[config.mk]
export PLATFORM = sky130hd
export DESIGN_NAME = hme_div
export DESIGN_NICKNAME = d
export VERILOG_FILES = /design/src/rtl/hme_pkg.sv /design/src/rtl/hme_div.sv
export SDC_FILE = /design/constraint.sdc
export NUM_CORES = 1
export LEC_CHECK = 0
export BUFFER_PORTS_ARGS = -buffer_cell sky130_fd_sc_hd__buf_2
export CORE_MARGIN = 3
export CORE_UTILIZATION = 52
export DETAILED_ROUTE_END_ITERATION = 10
export GPL_ROUTABILITY_DRIVEN = 0
export PLACE_DENSITY = 0.86
export SLEW_MARGIN = 20
export SYNTH_ARGS = -nofsm -noshare
export SYNTH_HDL_FRONTEND = slang
export SYNTH_SLANG_ARGS = --single-unit
[constraint.sdc]
create_clock -name i_clk -period 8.3 [get_ports i_clk]
set_input_delay 0.83 -clock i_clk [delete_from_list [all_inputs] [get_ports i_clk]]
set_output_delay 0.83 -clock i_clk [all_outputs]
set_load 0.02 [all_outputs]
[src/rtl/hme_pkg.sv]
// Shared types, codes and constants of the chained hash map engine.
package hme_pkg;

    localparam int KEY_W   = 32;
    localparam int VALUE_W = 64;
    localparam int TOTAL_W = 8;
    localparam int CFG_W   = 6;

    localparam logic [CFG_W-1:0] BUCKET_COUNT_RESET = 6'd31;

    // The remainder unit retires this many dividend bits per cycle.
    localparam int DIV_BITS_PER_STEP = 4;
    localparam int DIV_STEPS         = KEY_W / DIV_BITS_PER_STEP;
    localparam int DIV_CNT_W         = $clog2(DIV_STEPS);

    typedef enum logic [1:0] {
        ACT_INSERT  = 2'd0,
        ACT_REPLACE = 2'd1,
        ACT_REMOVE  = 2'd2,
        ACT_LOOKUP  = 2'd3
    } t_action;

    typedef enum logic [1:0] {
        ST_OK        = 2'd0,
        ST_PRESENT   = 2'd1,
        ST_NOT_FOUND = 2'd2,
        ST_FULL      = 2'd3
    } t_status;

    typedef struct packed {
        logic             start;
        logic [KEY_W-1:0] key;
        logic [CFG_W-1:0] divisor;
    } t_div_req;

    typedef struct packed {
        logic             done;
        logic [CFG_W-1:0] rem;
    } t_div_rsp;

endpackage

[src/rtl/hme_div.sv]
// Iterative remainder unit: key modulo bucket count, four bits per cycle.
module hme_div (
    input  logic              i_clk,
    input  logic              i_rst_n,
    input  hme_pkg::t_div_req i_req,
    output hme_pkg::t_div_rsp o_rsp
);
    import hme_pkg::*;

    logic [KEY_W-1:0]     r_quo, n_quo;
    logic [CFG_W-1:0]     r_rem, n_rem;
    logic [DIV_CNT_W-1:0] r_cnt, n_cnt;
    logic                 r_busy, n_busy;
    logic                 r_done, n_done;

    always_comb begin
        logic [CFG_W:0] v_part;
        n_quo  = r_quo;
        n_rem  = r_rem;
        n_cnt  = r_cnt;
        n_busy = r_busy;
        n_done = 1'b0;
        v_part = '0;
        if (i_req.start) begin
            n_quo  = i_req.key;
            n_rem  = '0;
            n_cnt  = '0;
            n_busy = 1'b1;
        end else if (r_busy) begin
            // The partial remainder stays below twice the divisor, so one
            // compare and subtract per bit restores it.
            for (int i = 0; i < DIV_BITS_PER_STEP; i++) begin
                v_part = {n_rem, n_quo[KEY_W-1]};
                if (v_part >= {1'b0, i_req.divisor}) begin
                    v_part = v_part - {1'b0, i_req.divisor};
                end
                n_rem = v_part[CFG_W-1:0];
                n_quo = {n_quo[KEY_W-2:0], 1'b0};
            end
            n_cnt = r_cnt + DIV_CNT_W'(1);
            if (r_cnt == DIV_CNT_W'(DIV_STEPS - 1)) begin
                n_busy = 1'b0;
                n_done = 1'b1;
            end
        end
    end

    always_ff @(posedge i_clk) begin
        if (!i_rst_n) begin
            r_busy <= 1'b0;
            r_done <= 1'b0;
            r_cnt  <= '0;
        end else begin
            r_busy <= n_busy;
            r_done <= n_done;
            r_cnt  <= n_cnt;
        end
    end

    always_ff @(posedge i_clk) begin
        r_quo <= n_quo;
        r_rem <= n_rem;
    end

    assign o_rsp.done = r_done;
    assign o_rsp.rem  = r_rem;

endmodule

# [After elaboration in Yosys (flattened, before gate mapping)]
# Index checks and enable logic that the tools add are counted.
# Widths: inputs -> output; s select.
[classes] order_cmp=4 bitwise_logic=2 n_addsub=5 n_eq_ne=1 n_mux=16 reduce_logical=3
[ops] cell="$mux 32" n=2
[ops] cell="$mux 6" n=10
[ops] cell="$ge 7x6->1" n=4
[ops] cell="$sub 6x6->6" n=4
[ops] cell="$mux 1" n=4
[ops] cell="$add 3x1->3 const B" n=1
[ops] cell="$eq 3x3->1 const B" n=1
[ops] cell="$reduce_or 3->1" n=1
[ops] cell="$not 1->1" n=2
[ops] cell="$reduce_bool 2->1" n=1
[ops] cell="$reduce_or 2->1" n=1
[word_totals] input_bits=41 elab_cells=36 out_inout_bits=7 register_bits=43

# [Logic depth before layout (Yosys ltp)]
# Gate-level depths: netlist (run 1).
[logic_depth] word_depth=14 depth_mapped=34

# [Worst setup path before layout (run 1)]
# No wires, ideal clock.
[synth_timing] path_kind="input to register" start="in i_req[4] (netlist name)" end="reg r_rem[2]" n_path_buf=1 t_arrival_ps=7720 slack_ps=489 cell_stages=33 required_ps=8209 setup_time_ps=91 cell_sequence="inv_1 > ha_1 > a21o_1 > a211o_1 > a21oi_4 > nor2_1 > a21oi_1 > inv_1 > ha_1 > nor2b_1 > o31a_1 > o31a_2 > a21oi_4 > mux2_2 > ha_1 > and2_2 > a221oi_1 > o21ai_0 > a41o_1 > a221o_1 > a21oi_4 > mux2i_1 > ha_1 > nor2b_1 > o21ai_0 > a21boi_0 > o21ai_0 > nand3b_1 > a21oi_1 > o221a_1 > buf_6 > o22ai_1 > a311oi_1"
[synth_between] elab_chain_len=14 elab_cells_between_ends=18 classes_between="add/sub: 4; order compare: 4; mux: 10"
[synth_rtl] element="from (decl)" line_no="hme_div.sv:5" text="input hme_pkg::t_div_req i_req,"
[synth_rtl] element="$sub 6x6->6 or $ge 7x6->1 (tied branches)" line_no="hme_div.sv:35, hme_div.sv:34"
[synth_rtl] element="$mux 6" line_no="hme_div.sv:34" text="if (v_part >= {1'b0, i_req.divisor}) begin"
[synth_rtl] element="$mux 6" line_no="hme_div.sv:29" text="end else if (r_busy) begin"
[synth_rtl] element="$mux 6" line_no="hme_div.sv:24" text="if (i_req.start) begin"
[synth_rtl] element="$sub 6x6->6 or $ge 7x6->1 (tied branches)" line_no="hme_div.sv:35, hme_div.sv:34"
[synth_rtl] element="$mux 6" line_no="hme_div.sv:34"
[synth_rtl] element="$mux 6" line_no="hme_div.sv:29"
[synth_rtl] element="$mux 6" line_no="hme_div.sv:24"
[synth_rtl] element="$ge 7x6->1 or $sub 6x6->6 (tied branches)" line_no="hme_div.sv:34, hme_div.sv:35"
[synth_rtl] element="$mux 6" line_no="hme_div.sv:34"
[synth_rtl] element="$mux 6" line_no="hme_div.sv:29"
[synth_rtl] element="$mux 6" line_no="hme_div.sv:24"
[synth_rtl] element="$sub 6x6->6 or $ge 7x6->1 (tied branches)" line_no="hme_div.sv:35, hme_div.sv:34"
[synth_rtl] element="$mux 6 (*)" line_no="hme_div.sv:34"
[synth_rtl] element="to (signal assigned)" line_no="hme_div.sv:62" text="r_rem <= n_rem;"
[synth_rtl] element="to (decl)" line_no="hme_div.sv:11" text="logic [CFG_W-1:0] r_rem, n_rem;"
# Every way passes the cells marked *; elsewhere a longest branch is shown, timed or not. The select of a mux whose other input is x is not followed.
# A chain may end at the register's enable or synchronous reset.

# [Final worst setup path (run 1)]
[layout_timing] start="in i_req[4] (netlist name)" end="reg r_rem[1]"
# The elaborated chain is that of the path after synthesis.

==> reports/metrics.csv, run 1 <==
metric,value,unit
avgSynthCellArea,11.44,µm²
dp_cells,382,
synthSimpleGateAreaFrac,9.744,%
yosysWarnings,0,
seq_area_frac_synth,38.98,%
setup_viol,0,
grt_start_max_net_pins,42,
die_h,82.34,µm
synth-seq-cells,43,
cpLargestDelayFamily,compound AO/OA/AOI/OAI gates,
period_needed,7866,ps
holdCritPathClass,flip-flop to flip-flop,
criticalPathCategory,input pin to flip-flop,
num_vias,2234,
synth_edf_count,32,
diodes,0,
core,5574,µm²
cts_tree,done,
pin_count,48,
clk_path_buf_depth,2,
hpwl,4.512,mm
clkSinkCount,43,
insertion_delay,290,ps
synthXorXnorAreaFrac,4.046,%
grt_pass1_vias,2118,
stdcell_count,395,
syn_inst,265,
die_w,82.34,µm
synth_top_family_by_area,multiplexers,
postRouteAntennaNets,0,
synth_fa_ha_area_share,13.38,%
async_reset_ff_share,0,%
cp_slowest_cell,mux2_2,
drive_gt1_share,35.91,%
end_kind,flip-flop,
cp.arrival,8000,ps
worstPathMaxFanout,7,
drc_errors,0,
crit_top_cell,ha_1,
numCtsBuffers,5,
grt_antenna_before_repair,0,
initial_core_util,54.37,%
cap_viol_max_count,0,
drtIter0Drc,72,
dieArea,6780,µm²
startpoint_type,input pin,
avgViaCountPerCell,5.656,
cts.root.buffer_cell,clkbuf_8,
path_buf_inv,3,
grt_first_pass_wirelength,9.549,mm
grt_overflow_total,0,
postLayoutCoreUtil,62.81,%
synthMuxAreaShare,16.64,%
numPortBuffers,47,
tightest_slew,786.6,ps
wl_per_cell,14.95,µm
syn_to_final_growth,15.52,%
grtUsageTotal,18.14,%
fmax,0.1271,GHz
synthFlopType,edfxtp_1,
hold_viol_final,0,
h-tree-depth,2,
fin_crit_sh,94.78,%
max_stage_delay,420,ps
synth_compound_area_share,13.13,%
synth.net_count,336,
postCtsHoldBufs,0,
fp-row-count,27,
slew_viol_final,0,
skew,4.338,ps
cp_data_required_time,8440,ps
status,"finished, final reports clean",
nets,393,
drt_wl_total,5.906,mm
drtPass1Iterations,4,
mostFrequentLayoutCell,buf_2,
syn-cell-area,3030,µm²
fill_cells,441,
clk_pin_slew,80,ps
slew_headroom,47.56,%
mostFrequentLayoutCells,"buf_2, mux2_2, edfxtp_1",
synth_cell_types,51,
## repair_timing
item	CTS	global route
buffers inserted	0	5
resized for setup	0	5
endpoints found under the setup margin	0	6
## metal layers
metal  wire (µm)  vias up  global-route usage [%]
met5           0        -                       0
met4         106        0                   6.645
met3         368       14                   4.881
met2        2824       70                   29.25
met1        2607     1056                   23.26
li1            -     1094                       -
## kinds of logic after synthesis
kind of cell | count (synthesis)
buffers and inverters | 25
and+or+nand+nor | 56
muxes | 46
adders and majority gates | 30
DFF | 43
AOI/OAI and AO/OA | 51
xor gates and xnor gates | 14
## Yosys cell counts (2+ instances only)
cell type / number / area share [%]
a21oi_4: 3 / 1.6
edfxtp_1: 32 / 32
fa_1: 4 / 2.6
buf_4: 2 / 0.50
nand2b_1: 5 / 1.0
xnor2_1: 9 / 2.6
a21o_1: 4 / 0.99
buf_6: 3 / 1.1
or2_2: 2 / 0.41
mux2_2: 35 / 13
dfxtp_1: 11 / 7.3
a21oi_1: 8 / 1.3
o21ai_0: 7 / 1.2
mux2i_1: 11 / 3.6
buf_1: 3 / 0.37
o21a_1: 3 / 0.74
nor2_1: 18 / 2.2
nor2b_1: 8 / 1.7
ha_1: 26 / 11
a311oi_1: 2 / 0.58
a221o_1: 2 / 0.66
nand2_1: 9 / 1.1
xor2_1: 5 / 1.4
and2_1: 4 / 0.83
a211oi_1: 6 / 1.5
o21ai_1: 2 / 0.33
inv_1: 17 / 2.1
## sequential cells by signal (all words and copies together), names as in the netlist
signal  flops
r_quo      32
r_busy      1
r_rem       6
r_cnt       3
r_done      1
## tightest hold or removal path, cell delays in order (launching register included)
cell and delay, ps:
dfxtp_1 340, nor2_1 100, a211oi_1 50
## worst paths after layout
kind                            cells after the start  slack [ps]             startpoint               endpoint
worst max register to register                     30         810  r_rem[3]$_SDFFE_PP0P_  r_rem[1]$_SDFFE_PP0P_
worst min register to register                      2         530  r_rem[5]$_SDFFE_PP0P_  r_rem[5]$_SDFFE_PP0P_
worst max-delay path                               32         430               i_req[4]  r_rem[1]$_SDFFE_PP0P_
worst min-delay path                                2         530  r_rem[5]$_SDFFE_PP0P_  r_rem[5]$_SDFFE_PP0P_
## layout make-up
class	count	area (µm²)	share of cell area, %
inverter	17	63.81	1.823
clock buffer	5	68.82	1.966
clock inverter	3	42.54	1.215
multi-input combinational	197	1737	49.61
timing repair buffer	58	317.8	9.078
tap	72	90.09	2.573
sequential	43	1181	33.74
## metrics by stage
step | cell area [µm²] | setup TNS, ps | hold slack, ps | setup slack, ps
final | 3501 | 0 | 530.4 | 433.7
after global routing | 3501 | -13.10 | 554.5 | -13.10
after CTS | 3452 | 0 | 524.6 | 306.2
after detailed placement | 3341 | -4.589 | 511.9 | -4.589
after global placement | 3341 | 0 | 482.5 | 286.5
after floorplan | 3030 | 0 | 464.6 | 488.8
Power of run 1 is not shown: default switching activity piles up to over one toggle a cycle in this logic, so the estimate is an artifact.
==> run 2, diff against run 1 <==
--- a/config.mk
+++ b/config.mk
@@ -10,7 +10,7 @@
 export CORE_UTILIZATION = 52
 export DETAILED_ROUTE_END_ITERATION = 10
 export GPL_ROUTABILITY_DRIVEN = 0
-export PLACE_DENSITY = 0.86
+export PLACE_DENSITY = 0.77
 export SLEW_MARGIN = 20
 export SYNTH_ARGS = -nofsm -noshare
 export SYNTH_HDL_FRONTEND = slang
==> run 2 against run 1 <==
Effect of this change: wire length is 1.3% lower; first-iteration DRC count is 64% higher; global-route usage hardly changed; flip-flop and latch count stayed put; non-clock buffer count is 3 lower; maximum frequency is 1.8% higher; die area stayed put; critical path depth is 1 lower; count of clock-buffer cells in the layout is 1 higher; register-to-register slack better by 140 ps; hold slack worse by 20 ps; critical endpoint is now r_rem[4]$_SDFFE_PP0P_.
==> reports/metrics.csv, run 2 (synthesized netlist as in run 1, its figures left out) <==
metric,value,unit
cap_viol_max_count,0,
fin_crit_sh,93.09,%
fill_cells,469,
max_stage_delay,420,ps
mostFrequentLayoutCells,"buf_2, mux2_2, edfxtp_1",
fin_ws,573.3,ps
end_kind,flip-flop,
postLayoutCoreUtil,62.09,%
holdCritPathClass,flip-flop to flip-flop,
post-place-ws,-35.37,ps
cts.root.buffer_cell,clkbuf_8,
fp-row-count,27,
grtUsageTotal,18.14,%
drtIter0Drc,118,
syn_to_final_growth,14.20,%
numCtsBuffers,5,
cp_slowest_cell,mux2_2,
hpwl,4.567,mm
drive_gt1_share,35.63,%
grt_first_pass_wirelength,9.446,mm
dieArea,6780,µm²
postRouteAntennaNets,0,
wl_per_cell,14.86,µm
mostFrequentLayoutCell,buf_2,
status,"finished, final reports clean",
core,5574,µm²
cts_tree,done,
top_regs,"r_quo (32), r_rem (6), r_cnt (3)",
startpoint_type,input pin,
crit_top_cell,ha_1,
drt_wl_total,5.827,mm
hold_viol_final,0,
insertion_delay,290,ps
cp.arrival,7870,ps
initial_core_util,54.37,%
min_path_cells,2,
setup_viol,0,
regMostFlops,r_quo,
nets,390,
largest_reg_flops,32,
criticalPathCategory,input pin to flip-flop,
clkSinkCount,43,
drc_errors,0,
numPortBuffers,47,
tightest_slew,792.5,ps
pin_count,48,
rsz0062_at_grt,false,
worstPathMaxFanout,7,
slew_headroom,47.16,%
slew_viol_final,0,
period_needed,7727,ps
skew,3.718,ps
die_w,82.34,µm
drtPass1Iterations,4,
reg2reg_depth,29,
die_h,82.34,µm
avgViaCountPerCell,5.416,
grt_pass1_vias,2059,
diodes,0,
h-tree-depth,2,
grt_overflow_total,0,
cp_data_required_time,8440,ps
clk_path_buf_depth,2,
fmax,0.1294,GHz
grt_antenna_before_repair,0,
grt_start_max_net_pins,42,
clk_pin_slew,80,ps
num_vias,2123,
[run 2: through the flow]
| step | TNS (ps) | instances | hold slack, ps | area [µm²] |
|---|---|---|---|---|
| after floorplan | 0 | 265 | 464.6 | 3030 |
| after global placement | 0 | 381 | 478.9 | 3333 |
| after detailed placement | -52.46 | 381 | 495.6 | 3333 |
| after CTS | 0 | 389 | 515.0 | 3418 |
| after global routing | 0 | 392 | 533.4 | 3461 |
| final | 0 | 392 | 510.3 | 3461 |
[run 2: critical path, delay by kind of cell]
kind                     cells  cell delay [ps]
AO/OA/AOI/OAI               17             3590
multiplexers                 4             1300
adder cells (fa/ha/maj)      4             1260
AND/OR/NAND/NOR              4              650
buffers and inverters        2              230
[run 2: final cells by class]
type | count | area [µm²] | share of cell area (%)
clock buffer | 6 | 72.57 | 2.097
tap | 72 | 90.09 | 2.603
inverter | 17 | 63.81 | 1.844
sequential | 43 | 1181 | 34.13
timing repair buffer | 55 | 295.3 | 8.532
multi-input combinational | 197 | 1745 | 50.43
clock inverter | 2 | 12.51 | 0.3615
[run 2: what timing repair did]
item                       in CTS  in global routing
gates resized for setup         0                  8
hold buffers                    0                  0
setup endpoints to repair       0                  6
hold endpoints to repair        0                  0
setup buffers                   0                  3
[run 2: per-layer routing]
layer  up-vias  routed length (µm)  global-route usage (%)
met2        40                2797                   29.25
met3         7                 258                   4.338
met1       989                2722                   24.55
li1       1087                   -                       -
met5         -                   0                       0
met4         0                  48                   4.485
[run 2: final timing paths]
path / start / end / slack, ps
max: i_req[4] / r_rem[4]$_SDFFE_PP0P_ / 570
min: r_cnt[1]$_SDFFE_PP0P_ / r_cnt[1]$_SDFFE_PP0P_ / 510
max reg2reg: r_rem[3]$_SDFFE_PP0P_ / r_rem[4]$_SDFFE_PP0P_ / 950
min reg2reg: r_cnt[1]$_SDFFE_PP0P_ / r_cnt[1]$_SDFFE_PP0P_ / 510
Power of run 2 is left out for the same reason.
